### config.mk
export PLATFORM = sky130hd
export DESIGN_NAME = scs_alu
export DESIGN_NICKNAME = d
export VERILOG_FILES = /design/src/hw/rtl/scs_pkg.sv /design/src/hw/rtl/scs_alu.sv
export SDC_FILE = /design/constraint.sdc
export NUM_CORES = 1
export LEC_CHECK = 0
export BUFFER_PORTS_ARGS = -buffer_cell sky130_fd_sc_hd__clkbuf_2
export CAP_MARGIN = 20
export CORE_AREA = 2 2 39 41
export DETAILED_ROUTE_END_ITERATION = 10
export DIE_AREA = 0 0 41 43
export PLACE_DENSITY = 0.74
export SYNTH_ARGS = -nofsm -noshare
export SYNTH_HDL_FRONTEND = slang
export SYNTH_SLANG_ARGS = --single-unit
### constraint.sdc
create_clock -name vclk -period 1.6
set_clock_uncertainty 0.15 [all_clocks]
set_input_delay 0.08 -clock vclk [all_inputs]
set_output_delay 0.08 -clock vclk [all_outputs]
set_load 0.02 [all_outputs]
### src/hw/rtl/scs_pkg.sv
package scs_pkg;

  localparam int unsigned MAX_LEN_DEF = 32;
  localparam int unsigned SYM_W       = 8;
  localparam int unsigned OP_W        = 2;

  // Command codes carried on op_i.
  localparam logic [OP_W-1:0] OP_APPEND_FIRST  = 2'd0;
  localparam logic [OP_W-1:0] OP_APPEND_SECOND = 2'd1;
  localparam logic [OP_W-1:0] OP_RUN           = 2'd2;

  typedef enum logic [3:0] {
    ST_IDLE,
    ST_ROW,
    ST_CELL_RD,
    ST_CELL_CALC,
    ST_WALK_RD,
    ST_WALK_RD2,
    ST_WALK_DEC,
    ST_TAIL_RD,
    ST_TAIL_EMIT
  } scs_state_e;

  // Flags from the shared compare unit.
  typedef struct packed {
    logic eq;
    logic gt;
  } scs_cmp_t;

endpackage

### src/hw/rtl/scs_alu.sv
module scs_alu import scs_pkg::*; #(
  parameter int unsigned VW = 6
) (
  input  logic [SYM_W-1:0] sym_a_i,
  input  logic [SYM_W-1:0] sym_b_i,
  input  logic [VW-1:0]    val_a_i,
  input  logic [VW-1:0]    val_b_i,
  input  logic [VW-1:0]    diag_i,
  output scs_cmp_t         cmp_o,
  output logic [VW-1:0]    cell_o
);

  // One symbol compare, one magnitude compare and one increment, shared by
  // the table fill and the walk.
  always_comb begin
    cmp_o.eq = (sym_a_i == sym_b_i);
    cmp_o.gt = (val_a_i > val_b_i);
    if (cmp_o.eq) begin
      cell_o = diag_i + VW'(1);
    end else if (cmp_o.gt) begin
      cell_o = val_a_i;
    end else begin
      cell_o = val_b_i;
    end
  end

endmodule

==> impl_metrics.yaml <==
sta:
  setup_viol_count_final: 6
  final.period_utilization_pct: 116.4
  final-max-slew-violation-count: 0
  tightest_slew_ps: 245.9
  final_period_minus_worst_setup_slack_ps: 1863
  worst_slack_ps: -263.1
  rsz0062_at_grt: "yes"
  max_slew_margin_pct: 83.61
  max_freq_mhz: 536.7
  timing.final.hold_violations: 0
finish:
  areaGrowthSynthToFinish_pct: 117.6
  clkbuf_count: 0
  register_area_um2: 0
  num_antenna_cells: 0
  finalInstanceArea_um2: 972.2
  design.seq.count: 0
  final_layout_net_count: 154
  num-fill-cells: 108
  multi_input_comb_area_um2: 531.8
  drive_above_1_share_pct: 69.37
  layout.core_utilization_pct: 70.25
yosys:
  netlist.area_leader.share_pct: 19.61
  syn_nets: 100
  synth.largest_area_cell: "sky130_fd_sc_hd__ha_1"
  synth.cell_area_um2: 446.7
  synth.yosys.seq_area_share_pct: 0
  yosysWarnings: 0
  synth_top_cells_by_area: "sky130_fd_sc_hd__ha_1, sky130_fd_sc_hd__xor2_1, sky130_fd_sc_hd__mux2i_1"
  syn-instance-count: 59
  ys_top_cells_by_count: "sky130_fd_sc_hd__xor2_1, sky130_fd_sc_hd__ha_1, sky130_fd_sc_hd__inv_1"
  synth.distinct_cells: 18
  post-synth-top-count-cell: "sky130_fd_sc_hd__xor2_1"
  synth.avg_cell_area_um2: 7.571
floorplan:
  core_area_mm2: 0.001384
  chipWidth_um: 41
  ios: 42
  dieHeight_um: 43
  dieArea_mm2: 0.001763
  initial_core_util_pct: 32.28
  std_cell_rows: 14
run_status:
  outcome: "complete, but fails checks"
  violations: "negative setup slack"
routing:
  wl_per_cell_um: 11.50
  ant_nets: 0
  postRouteWirelength_um: 1460
  dr_total_vias: 608
  drt_drc_violations_left: 0
  detailed_routing_iterations_pass_1: 4
  drt_first_iter_violations: 8
  via_per_inst: 4.787
placed_design:
  placed_area_um2: 822.0
  dp_slack_ps: -309.4
  place_congestion: 0.6193
  place.detailed.hpwl_um: 1178
  port_buffers: 42
worst_hold_path:
  holdCritStartpoint: "val_a_i[0]"
  timing.hold.worst.class: "in2out"
power:
  vdd.ir_drop.worst_v: 0.0001585
  cellLeakagePower_nw: 0.4869
  cellPowerDensity_mw_per_mm2: 344.6
critical_path:
  critical_path.startpoint: "val_b_i[3]"
  timing.critical_path.from_type: "primary input"
  setup.worst_path.class: "in2out"
  timing.critical_path.arrival_ps: 1630
  required_ps: 1370
  largest_fanout_on_the_critical_path: 4
  timing.critical_path.to_type: "primary output"
global_routing:
  grt_usage_pct: 16.60
  grt_pass1_wl_um: 2111
  grt_antenna_before_repair: 0
  pin_count_of_the_biggest_net_entering_global_routing: 10
  via_count_of_the_first_global_routing_pass: 574
  grt_overflow: 0
clock_network:
  post_cts_hold_buffer_count: 0
job:
  max_cap_violations: 0
-- area by class of cell --
type,instances,share of cell area (%)
Multi-Input combinational cell,51,54.70
Tap cell,16,2.059
Inverter,7,3.990
Timing Repair Buffer,53,39.25
-- routing by layer --
layer | global-route usage [%] | part of all wire [%] | vias up
met5 | 0 | 0 | -
met4 | 1.333 | 0 | 0
met3 | 1.571 | 8.1 | 0
met2 | 34.69 | 58 | 30
met1 | 15.87 | 34 | 269
li1 | - | - | 309
-- placed cells by master (no fill, tap or decap), drive strengths merged --
cell type / n
a21o: 1
a21oi: 5
a32oi: 1
and2: 1
and4: 1
buf: 19
clkbuf: 34
ha: 7
inv: 7
mux2i: 6
nand2: 3
nand3: 4
nor2: 5
nor2b: 1
nor4: 2
o21ai: 1
o221ai: 1
xnor2: 3
xor2: 9
-- path summary, 6_finish.rpt --
path,cells past startpoint,endpoint,slack [ps]
setup / recovery,10,cell_o[2],-260
hold / removal,4,cell_o[0],380
-- repair_timing --
action	CTS	global route
gates cloned	0	0
gates resized for setup	14	23
pin swaps	0	1
buffers inserted	1	1
setup endpoints to repair	7	7
-- cells by family after synthesis --
logic type / after synthesis / synth area share [%]
muxes: 6 / 13.45
buffers and inverters: 8 / 6.723
adders and majority gates: 7 / 19.61
and+or+nand+nor: 17 / 19.33
xor gates and xnor gates: 12 / 23.53
AOI/OAI and AO/OA: 9 / 17.37
-- power by group --
| part | total (W) | switching (W) | internal [W] |
|---|---|---|---|
| Clock | 0 | 0 | 0 |
| Sequential | 0 | 0 | 0 |
| Combinational | 0.000335 | 0.000149 | 0.000186 |
-- critical path: stages --
cell	delay, ps
sky130_fd_sc_hd__clkbuf_16	130
sky130_fd_sc_hd__inv_8	40
sky130_fd_sc_hd__ha_4	180
sky130_fd_sc_hd__and4_4	200
sky130_fd_sc_hd__buf_4	140
sky130_fd_sc_hd__a32oi_4	240
sky130_fd_sc_hd__buf_6	170
sky130_fd_sc_hd__mux2i_2	240
sky130_fd_sc_hd__a21oi_2	90
sky130_fd_sc_hd__buf_6	130
-- stage by stage --
stage	std cells	TNS, ps	hold slack, ps	power, W
floorplan	59	-504.8	228.7	0.0001467
global placement	125	-1295	416.7	0.0002569
detailed placement	125	-1512	409.8	0.0002638
CTS	126	-1278	405.2	0.0002971
global route	127	-1676	412.8	0.0003647
finish	127	-1249	382.6	0.0003350
Power figures use the tool's default switching activity.
