<file path="src/hw/rtl/scs_pkg.sv">
package scs_pkg;

  localparam int unsigned MAX_LEN_DEF = 32;
  localparam int unsigned SYM_W       = 8;
  localparam int unsigned OP_W        = 2;

  // Command codes carried on op_i.
  localparam logic [OP_W-1:0] OP_APPEND_FIRST  = 2'd0;
  localparam logic [OP_W-1:0] OP_APPEND_SECOND = 2'd1;
  localparam logic [OP_W-1:0] OP_RUN           = 2'd2;

  typedef enum logic [3:0] {
    ST_IDLE,
    ST_ROW,
    ST_CELL_RD,
    ST_CELL_CALC,
    ST_WALK_RD,
    ST_WALK_RD2,
    ST_WALK_DEC,
    ST_TAIL_RD,
    ST_TAIL_EMIT
  } scs_state_e;

  // Flags from the shared compare unit.
  typedef struct packed {
    logic eq;
    logic gt;
  } scs_cmp_t;

endpackage

</file>
<file path="src/hw/rtl/scs_ram.sv">
module scs_ram import scs_pkg::*; #(
  parameter int unsigned WIDTH = 8,
  parameter int unsigned DEPTH = 32
) (
  input  logic                     clk_i,
  input  logic                     we_i,
  input  logic [$clog2(DEPTH)-1:0] waddr_i,
  input  logic [WIDTH-1:0]         wdata_i,
  input  logic                     re_i,
  input  logic [$clog2(DEPTH)-1:0] raddr_i,
  output logic [WIDTH-1:0]         rdata_o
);

  logic [WIDTH-1:0] mem_q [DEPTH];
  logic [WIDTH-1:0] rdata_q;

  always_ff @(posedge clk_i) begin
    if (we_i) begin
      mem_q[waddr_i] <= wdata_i;
    end
    if (re_i) begin
      rdata_q <= mem_q[raddr_i];
    end
  end

  assign rdata_o = rdata_q;

endmodule

</file>
<file path="config.mk">
export PLATFORM = sky130hd
export DESIGN_NAME = scs_ram
export DESIGN_NICKNAME = d
export VERILOG_FILES = /design/src/hw/rtl/scs_pkg.sv /design/src/hw/rtl/scs_ram.sv
export SDC_FILE = /design/constraint.sdc
export NUM_CORES = 1
export LEC_CHECK = 0
export ABC_AREA = 0
export BUFFER_PORTS_ARGS = -buffer_cell sky130_fd_sc_hd__buf_4
export CAP_MARGIN = 20
export CORE_ASPECT_RATIO = 0.75
export CORE_MARGIN = 2
export CORE_UTILIZATION = 45
export DETAILED_ROUTE_END_ITERATION = 12
export GPL_TIMING_DRIVEN = 0
export SYNTH_ARGS = -nofsm -noshare
export SYNTH_HDL_FRONTEND = slang
export SYNTH_SLANG_ARGS = --single-unit
</file>
<file path="constraint.sdc">
create_clock -name clk_i -period 8 [get_ports clk_i]
set_clock_uncertainty 0.1 [all_clocks]
set_input_delay 1.6 -clock clk_i [delete_from_list [all_inputs] [get_ports clk_i]]
set_output_delay 1.6 -clock clk_i [all_outputs]
set_load 0.02 [all_outputs]
</file>
==> metrics.md, run 1 <==
| Metric | Value |
|---|---|
| Gr ovfl total | `0` |
| Post-CTS Setup Inserts | `0` |
| CTS tree | `yes` |
| Setup Viol. Count Final | `0` |
| Die area | `roughly 24000 um^2` |
| Maxcap violations | `0` |
| Final routed DRC violation total | `0` |
| Required @ worst endpoint | `8.16 ns` |
| Sequential share of the synthesized area | `78.2%` |
| CP Class | `input port to flip-flop` |
| Clock buffer depth | `3` |
| IO Count | `29` |
| FF/Latch Area | `~8000 um^2` |
| Antenna Nets Post-Route | `0` |
| Peak fanout along the critical path | `10` |
| Max-slew violation count | `0` |
| H-tree depth | `1` |
| Flop-to-flop setup slack | `5.93 ns` |
| Cells after Synth | `about 420` |
| Initial antenna violation count | `1` |
| Share of the synthesized area in the top cell type | `78.2%` |
| Relative slew slack | `38.7%` |
| Max rail drop VDD | `~150 uV` |
| Min-delay worst type | `flip-flop to flip-flop` |
| Total GRT Usage | `a little under a fifth` |
| Final WL | `21300 um` |
| Die H | `134 um` |
| Pwr Total | `2.79 mW` |
| Starting Density | `between 40% and 50%` |
| Setup TNS | `0 ns` |
| Max Freq | `256 MHz` |
| Worst-Skew Late Latency | `around 0.52 ns` |
| Syn Area/Cell | `24.3 um^2` |
| Distinct cells, synth | `14` |
| Via density | `5.79` |
| Resized cells post-CTS | `0` |
| Row Count | `47` |
| Period utilization | `48.9%` |
| Layout Area Growth over Synthesis | `12.7%` |
| Status | `completed` |
| Yosys warns | `0` |
| Filler cells | `1748` |
| Largest net degree at the start of global routing | `33` |
| Die X | `177 um` |
| Routability cong. | `0.755` |
| Inserted Clock Buffers | `25` |
| Core ar. | `roughly 22000 um^2` |
| Clock sink total | `between 200 and 300` |
| Final nets | `488` |
| Final Hold Viols | `0` |
| Avg WL per Cell | `27.3 um` |
| Synthesis-stage register bit count | `264` |
| Hpwl dp | `13800 um` |
| Synth area leaders | `edfxtp_1, mux4_2, nor2_1` |
| IO buf count | `23` |
| Worst hold start | `mem_q[2][6]$_DFFE_PP_` |
| CP Capture Type | `flip-flop` |
| Reg2reg start | `mem_q[15][7]$_DFFE_PP_` |
| Pwr/cell area | `244 nW/um^2` |
| Area leader, netlist | `edfxtp_1` |
| Final min period | `approximately 3.9 ns` |
| CTS Hold Bufs | `0` |
| Worst-Margin Slew | `0.916 ns` |
| Syn Nets | `438` |
| Post-Syn Area | `10100 um^2` |
| Vias in the first global route | `4575` |
| Pleak | `around 3.5 nW` |
| ANT cells | `0` |
| Crit path from | `raddr_i[2]` |
| Worst-path clk slew | `about 0.06 ns` |
| Initial DRC count | `450` |
| Via count | `4520` |
| RSZ-0062 raised after global routing | `no` |
| Area occupied by multi-input gates | `2100 um^2` |
| CTS Root Cell | `clkbuf_16` |
| Share of layout cells above drive strength 1 | `between 30% and 40%` |
| Critical Path AT | `4.07 ns` |
| TritonRoute pass-1 iters | `5` |
| First-pass GRT wire length | `31100 um` |
| Worst Setup Start Kind | `input port` |
==> cells by family (layout without fill, tap and decap cells) <==
| family | Yosys count | in the layout | share of synthesized area (%) |
|---|---|---|---|
| and+or+nand+nor | 45 | 45 | 2.05 |
| muxes | 88 | 88 | 18.7 |
| DFF | 264 | 264 | 78.2 |
| buffers and inverters | 20 | 89 | 1.05 |
==> final timing paths <==
kind                                             end  depth (start not counted)
worst max-delay path            rdata_o[4]$_DFFE_PP_                          5
worst min-delay path            rdata_o[6]$_DFFE_PP_                          3
worst max register to register  rdata_o[7]$_DFFE_PP_                          3
worst min register to register  rdata_o[6]$_DFFE_PP_                          3
==> registers in the layout (all words and copies together), names as in the netlist <==
register  cells
mem_q       256
rdata_o       8
==> area by class of cell <==
| class | count | share of cell area, % |
|---|---|---|
| repair buffers | 23 | 1.51 |
| well taps | 294 | 3.22 |
| clock buffers | 29 | 5.61 |
| flip-flops and latches | 264 | 69.4 |
| plain buffers | 20 | 0.932 |
| multi-input cells | 133 | 18.4 |
| clock inverters | 17 | 0.899 |
==> per-layer routing <==
metal / global-route usage [%] / up-vias / part of all wire [%]
met3: 3.57 / 29 / 6.3
met5: 0 / - / 0
met1: 30.0 / 2467 / 48
met4: 3.42 / 0 / 1.5
met2: 27.0 / 132 / 44
li1: - / 1892 / -
==> Yosys cell counts <==
cell type	instances
or3_1	1
nand3_1	2
mux4_2	80
nor2_1	33
or3b_2	3
edfxtp_1	264
mux2_2	8
buf_6	1
buf_1	6
clkbuf_1	6
nand2_1	1
buf_2	1
nand3b_1	5
buf_4	6
==> cell usage in the layout, fill, tap and decap left out <==
master / netlist / layout
edfxtp_1: 264 / 264
mux4_2: 80 / 80
nor2_1: 33 / 33
buf_4: 6 / 29
clkbuf_16: 0 / 25
clkbuf_1: 6 / 10
clkinv_1: 0 / 9
mux2_2: 8 / 8
buf_1: 6 / 6
clkinv_2: 0 / 6
nand3b_1: 5 / 5
or3b_2: 3 / 3
nand3_1: 2 / 2
buf_6: 1 / 1
buf_2: 1 / 1
nand2_1: 1 / 1
or3_1: 1 / 1
inv_6: 0 / 1
bufinv_16: 0 / 1
==> power by group <==
group / switching, mW / internal, mW / total, mW
Clock: 0.479 / 0.604 / 1.08
Combinational: 0.0905 / 0.0662 / 0.157
Sequential: 0.00478 / 1.54 / 1.55
==> critical path, stage by stage <==
cell and delay, ns:
clkbuf_1 0.52, buf_1 0.66, mux4_2 0.47, mux4_2 0.52, mux2_2 0.29
==> metrics by stage <==
stage	worst slack (ns)	hold WS, ns	cell area [um^2]	cells	utilization, %
3_3_place_gp	3.55	0.869	10700	734	48.3
4_1_cts	4.08	0.910	11400	780	51.6
3_5_place_dp	3.55	0.881	10700	734	48.3
2_1_floorplan	4.36	0.841	10100	417	-
5_1_grt	3.96	0.944	11400	780	51.6
6_report	4.09	0.914	11400	780	51.6
Note: power is estimated with default switching activity, not from simulation.
==> inputs of run 2 (changes only) <==
--- a/config.mk
+++ b/config.mk
@@ -5,7 +5,7 @@
 export SDC_FILE = /design/constraint.sdc
 export NUM_CORES = 1
 export LEC_CHECK = 0
-export ABC_AREA = 0
+export ABC_AREA = 1
 export BUFFER_PORTS_ARGS = -buffer_cell sky130_fd_sc_hd__buf_4
 export CAP_MARGIN = 20
 export CORE_ASPECT_RATIO = 0.75
==> constraint.sdc (replaced) <==
create_clock -name clk_i -period 3.6 [get_ports clk_i]
set_clock_uncertainty 0.1 [all_clocks]
set_input_delay 0.72 -clock clk_i [delete_from_list [all_inputs] [get_ports clk_i]]
set_output_delay 0.72 -clock clk_i [all_outputs]
set_load 0.02 [all_outputs]
==> run 2 against run 1 <==
Hold slack worse by 0.50 ns. Synthesized area up 7.2%. Via count rose by 57%. Synthesized cell count is 120% higher. Final cell count up 67%. Cell area increased by 6.8%. Critical endpoint is now rdata_o[6]$_DFFE_PP_.
==> metrics.md, run 2 <==
| Metric | Value |
|---|---|
| Most frequent CP cell | `nand2_1` |
| Most common cell in the synthesized netlist | `nand2_1` |
| Synth Flop Type | `edfxtp_1` |
| Relative slew slack | `around 38%` |
| Die H | `139 um` |
| Worst hold start | `re_i` |
| Layout Area Growth over Synthesis | `12.2%` |
| Distinct cells, synth | `11` |
| Pwr Total | `6.37 mW` |
| CTS tree | `yes` |
| Yosys warns | `0` |
| Die area | `25400 um^2` |
| Max Freq | `458 MHz` |
| Area occupied by multi-input gates | `2490 um^2` |
| Vias in the first global route | `6512` |
| Worst Setup Start Kind | `input port` |
| Synthesis-stage register bit count | `about 260` |
| CTS Root Cell | `clkbuf_16` |
| Final routed DRC violation total | `0` |
| Sequential share of the synthesized area | `73.0%` |
| Pleak | `4.51 nW` |
| Status | `completed` |
| Setup Viol. Count Final | `0` |
| Pwr/cell area | `523 nW/um^2` |
| Core ar. | `23800 um^2` |
| Final nets | `997` |
| R2r endpoint | `rdata_o[7]$_DFFE_PP_` |
| Max-slew violation count | `0` |
| CTS Hold Bufs | `0` |
| Placed cell count | `roughly 1300` |
| Critical Path AT | `about 2.3 ns` |
| R2r worst-path depth | `8` |
| Cells after Synth | `between 900 and 1000` |
| Setup TNS | `0 ns` |
| Hpwl dp | `18800 um` |
| Avg WL per Cell | `~22 um` |
| Post-synth top cells | `nand2_1, edfxtp_1, nand3_1, nor2_1, buf_6` |
| Maxcap violations | `0` |
| Final WL | `28200 um` |
| Final Non-Filler Cells | `1299` |
| Placed cell area | `around 11000 um^2` |
| Max rail drop VDD | `387 uV` |
| TritonRoute pass-1 iters | `5` |
| Total GRT Usage | `22.6%` |
| Cell Chain, Critical Path | `buf_4 -> inv_2 -> clkbuf_1 -> nand3_1 -> nand3_1 -> nand2_1 -> nand2_1 -> nand2_1 -> nand2_1 -> nand2_1` |
| Post-CTS Setup Inserts | `0` |
| Min-delay worst type | `input port to flip-flop` |
| H-tree depth | `1` |
| Resized cells post-CTS | `0` |
| Clock sink total | `264` |
| Final min period | `around 2.2 ns` |
| Synth area leaders | `edfxtp_1, nand2_1, nand3_1` |
| Largest net degree at the start of global routing | `33` |
| Via density | `5.46` |
| Slowest CP cell | `clkbuf_1` |
| Syn Area/Cell | `between 10 and 15 um^2` |
| First-pass GRT wire length | `41700 um` |
| Hold Path End | `rdata_o[4]$_DFFE_PP_` |
| CP max stage delay | `0.54 ns` |
| Most used cells in the layout excluding fill and tap cells | `nand2_1, edfxtp_1, nand3_1` |
| Peak fanout along the critical path | `10` |
| Via count | `7088` |
| Flop-to-flop setup slack | `2.11 ns` |
| Period utilization | `between 60% and 70%` |
| Final Instance Area | `between 10000 and 15000 um^2` |
| Initial DRC count | `859` |
| Die X | `183 um` |
| Reg2reg start | `mem_q[3][7]$_DFFE_PP_` |
| CP Class | `input port to flip-flop` |
| ANT cells | `0` |
| IO buf count | `25` |
| Clock buffer depth | `3` |
| Filler cells | `2047` |
| Worst-Margin Slew | `approximately 0.93 ns` |
| Starting Density | `between 40% and 50%` |
| Gr ovfl total | `0` |
| RSZ-0062 raised after global routing | `no` |
| Syn Nets | `943` |
| Area leader, netlist | `edfxtp_1` |
| Required @ worst endpoint | `3.76 ns` |
| Most common cell after layout, fill and taps aside | `nand2_1` |
| Inserted Clock Buffers | `27` |
| Biggest register | `mem_q` |
| Routability cong. | `between 0.9 and 1` |
| Worst-Skew Late Latency | `0.53 ns` |
| Row Count | `49` |
| Final Hold Viols | `0` |
| Post-Syn Area | `10900 um^2` |
| Antenna Nets Post-Route | `0` |
| Worst-path clk slew | `0.06 ns` |
| FF/Latch Area | `7930 um^2` |
| Post-synth EDFFs | `264` |
| Number of flip-flops in the largest register | `~260` |
| IO Count | `29` |
| Worst Hold Depth | `1` |
| Initial antenna violation count | `0` |
| Async S/R FF share, synth | `0%` |
| Share of layout cells above drive strength 1 | `between 10% and 20%` |
| Worst hold slack | `0.417 ns` |
| CP Capture Type | `flip-flop` |
| Share of the synthesized area in the top cell type | `73.0%` |
==> run 2: cell count changes in the layout (fill, tap and decap cells not counted), sizes merged, moves of 3 or more <==
cell | previous run | this run
buf | 37 | 70
clkbuf | 35 | 41
clkinv | 15 | 11
inv | 1 | 11
mux2 | 8 | 0
mux4 | 80 | 0
nand2 | 1 | 360
nand3 | 2 | 204
nand3b | 5 | 0
or3b | 3 | 0
==> run 2: per-layer routing <==
| metal | global-route usage (%) | part of all wire [%] | up-vias |
|---|---|---|---|
| li1 | - | - | 3312 |
| met1 | 35.0 | 46 | 3432 |
| met2 | 32.5 | 43 | 307 |
| met3 | 5.57 | 9.8 | 37 |
| met4 | 4.25 | 1.8 | 0 |
| met5 | 0 | 0 | - |
==> run 2: final cells by class <==
type	count	share of cell area, %
Buffer	52	3.35
Clock buffer	34	5.76
Clock inverter	12	0.472
Inverter	10	0.308
Multi-Input combinational cell	596	20.4
Sequential cell	264	65.0
Tap cell	306	3.14
Timing Repair Buffer	25	1.54
==> run 2: cell families after synthesis <==
group | Yosys count | share of synthesized area (%)
simple gates | 596 | 22.9
flops | 264 | 73.0
buf+inv | 62 | 4.11
==> run 2: worst max-delay path by stage <==
stage | start | end | slack, ns
final | raddr_i[1] | rdata_o[6]$_DFFE_PP_ | 1.42
after global routing | raddr_i[1] | rdata_o[7]$_DFFE_PP_ | 1.27
after CTS | raddr_i[1] | rdata_o[7]$_DFFE_PP_ | 1.48
after detailed placement | raddr_i[1] | rdata_o[7]$_DFFE_PP_ | 0.93
after global placement | raddr_i[1] | rdata_o[7]$_DFFE_PP_ | 0.93
after floorplan | waddr_i[0] | mem_q[0][0]$_DFFE_PP_ | 1.75
==> run 2: stage by stage <==
stage / setup WS, ns / utilization [%]
3_5_place_dp: 0.930 / 48.0
6_report: 1.42 / 51.1
3_3_place_gp: 0.935 / 48.0
2_1_floorplan: 1.75 / -
4_1_cts: 1.48 / 51.1
5_1_grt: 1.27 / 51.1
==> run 2: worst max-delay path, delay by kind of cell <==
kind / cells / cell delay (ns)
and+or+nand+nor: 7 / 0.78
buffers and inverters: 3 / 0.84
==> run 2: power breakdown <==
part / leakage (nW) / switching, mW / internal, mW
clock: 0.370 / 1.09 / 1.37
sequential: 2.39 / 0.0100 / 3.43
combinational: 1.75 / 0.340 / 0.134
==> inputs of run 3 (changes only) <==
--- a/config.mk
+++ b/config.mk
@@ -5,7 +5,7 @@
 export SDC_FILE = /design/constraint.sdc
 export NUM_CORES = 1
 export LEC_CHECK = 0
-export ABC_AREA = 1
+export ABC_AREA = 0
 export BUFFER_PORTS_ARGS = -buffer_cell sky130_fd_sc_hd__buf_4
 export CAP_MARGIN = 20
 export CORE_ASPECT_RATIO = 0.75
==> constraint.sdc (replaced) <==
create_clock -name clk_i -period 2.05 [get_ports clk_i]
set_clock_uncertainty 0.1 [all_clocks]
set_input_delay 0.41 -clock clk_i [delete_from_list [all_inputs] [get_ports clk_i]]
set_output_delay 0.41 -clock clk_i [all_outputs]
set_load 0.02 [all_outputs]
==> run 3 against run 2 <==
The flow now finishes with violations (setup timing). Total power up 74%. Worst setup slack worse by 1.5 ns. Final cell count down 40%. First-iteration DRC count down 30%. Wire length down 24%. Cell area down 5.2%. Non-clock buffer count down 34. Hold slack worse by 0.31 ns. Sequential cell count unchanged. Critical endpoint is now rdata_o[1]$_DFFE_PP_.
==> metrics.md, run 3 (same netlist as run 1, synthesis figures left out) <==
| Metric | Value |
|---|---|
| Most common cell after layout, fill and taps aside | `edfxtp_1` |
| CP Capture Type | `flip-flop` |
| Via count | `4470` |
| Final min period | `2.09 ns` |
| Combinational power share | `5.8%` |
| Core ar. | `between 20000 and 25000 um^2` |
| Sw frac | `about 21%` |
| H-tree depth | `1` |
| Clock sink total | `264` |
| Row Count | `47` |
| Clk pwr share | `39.6%` |
| Setup Viol. Count Final | `5` |
| Die X | `roughly 180 um` |
| Antenna Nets Post-Route | `0` |
| FF/Latch Area | `between 7000 and 8000 um^2` |
| Post-Place Worst Slack | `-0.538 ns` |
| Filler cells | `1749` |
| Total GRT Usage | `18.6%` |
| Core Util, Final | `a little over half` |
| Via density | `about 5.7` |
| Internal power | `8.79 mW` |
| Pleak | `3.58 nW` |
| Critical Path AT | `2.25 ns` |
| First-pass GRT wire length | `31000 um` |
| Most used cells in the layout excluding fill and tap cells | `edfxtp_1, mux4_2, nor2_1` |
| TritonRoute pass-1 iters | `5` |
| IO buf count | `23` |
| Final routed DRC violation total | `0` |
| Final WL | `21300 um` |
| Die area | `23700 um^2` |
| Worst-Skew Late Latency | `0.53 ns` |
| IO Count | `29` |
| Starting Density | `45.8%` |
| Maxcap violations | `0` |
| Die H | `134 um` |
| Gr ovfl total | `0` |
| Status | `finished, violations left` |
| Vias in the first global route | `about 4600` |
| Pwr/cell area | `957 nW/um^2` |
| Period utilization | `102%` |
| Peak fanout along the critical path | `1` |
| Max rail drop VDD | `643 uV` |
| CTS tree | `yes` |
| Worst-Margin Slew | `between 0.8 and 0.9 ns` |
| Worst Setup Start Kind | `flip-flop` |
| Most frequent CP cell | `mux4_2` |
| Post-CTS Setup Inserts | `0` |
| Max Freq | `478 MHz` |
| Layout Area Growth over Synthesis | `14.1%` |
| CP max stage delay | `between 0.5 and 0.6 ns` |
| Routability cong. | `0.771` |
| Final Hold Viols | `0` |
| CP Class | `flip-flop to flip-flop` |
| Failing checks | `setup timing` |
| Final nets | `488` |
| Hpwl dp | `13600 um` |
| Biggest register | `mem_q` |
| Sequential fraction of design power | `between 50% and 60%` |
| Pwr Total | `roughly 11 mW` |
| Final worst slack | `-0.0414 ns` |
| Clock buffer depth | `3` |
| Cell Chain, Critical Path | `mux4_2 -> mux4_2 -> mux2_4` |
| Number of flip-flops in the largest register | `256` |
| RSZ-0062 raised after global routing | `yes` |
| CTS Root Cell | `clkbuf_16` |
| ANT cells | `0` |
| Inserted Clock Buffers | `25` |
| Initial DRC count | `605` |
| Area occupied by multi-input gates | `between 2000 and 2500 um^2` |
| Slowest CP cell | `mux4_2` |
| Relative slew slack | `40.2%` |
| Min-delay worst type | `input port to flip-flop` |
| Max-slew violation count | `0` |
| Share of layout cells above drive strength 1 | `33.7%` |
| Worst-path clk slew | `0.06 ns` |
| Initial antenna violation count | `0` |
| Largest net degree at the start of global routing | `33` |
| Required @ worst endpoint | `2.21 ns` |
| Avg WL per Cell | `27.3 um` |
| Switching power | `2.28 mW` |
## run 3: power groups by stage
stage | Sequential (mW) | Combinational, mW | Clock (mW)
6_report | 6.04 | 0.641 | 4.38
5_1_grt | 6.04 | 0.682 | 4.68
4_1_cts | 6.04 | 0.648 | 4.47
3_5_place_dp | 6.16 | 0.644 | 0
3_3_place_gp | 6.15 | 0.632 | 0
2_1_floorplan | 6.17 | 0.346 | 0
## run 3: path summary, 6_finish.rpt
kind                                              from                    to  slack, ns  cells past startpoint
worst max-delay path            mem_q[21][1]$_DFFE_PP_  rdata_o[1]$_DFFE_PP_      -0.04                      3
worst min-delay path                              re_i  rdata_o[5]$_DFFE_PP_       0.10                      1
worst max register to register  mem_q[21][1]$_DFFE_PP_  rdata_o[1]$_DFFE_PP_      -0.04                      3
worst min register to register  mem_q[10][5]$_DFFE_PP_  rdata_o[5]$_DFFE_PP_       0.90                      3
## run 3: cell type report
class                      instances  area share (%)
buffer                            20            1.84
multi-input combinational        133            18.3
clock inverter                    17            1.09
clock buffer                      29            5.54
sequential                       264            68.6
tap                              294            3.18
timing repair buffer              23            1.49
## run 3: critical path, delay by kind of cell, from the launching register on
kind | cells | cell delay [ns]
flip-flops | 1 | 0.37
multiplexers | 3 | 1.35
## run 3: what timing repair did
action                                  in CTS  in global routing
endpoints found under the hold margin        0                  0
hold buffers                                 0                  0
gates resized for setup                      1                  3
endpoints found under the setup margin       5                 23
## run 3: per-stage QoR
stage          TNS, ns  hold WS, ns  instances  instance area [um^2]
2_1_floorplan    -1.57        0.409        417                 10200
3_3_place_gp    -49.34        0.632        734                 10800
3_5_place_dp    -54.38        0.642        734                 10800
4_1_cts         -0.167       0.0862        780                 11600
5_1_grt         -0.348       0.0948        780                 11600
6_report        -0.158        0.102        780                 11600
## run 3: metal layers
metal / track usage (%) / share of wire [%]
met1: 31.2 / 49
met2: 25.9 / 44
met3: 3.12 / 6.1
met4: 3.69 / 1.7
met5: 0 / 0
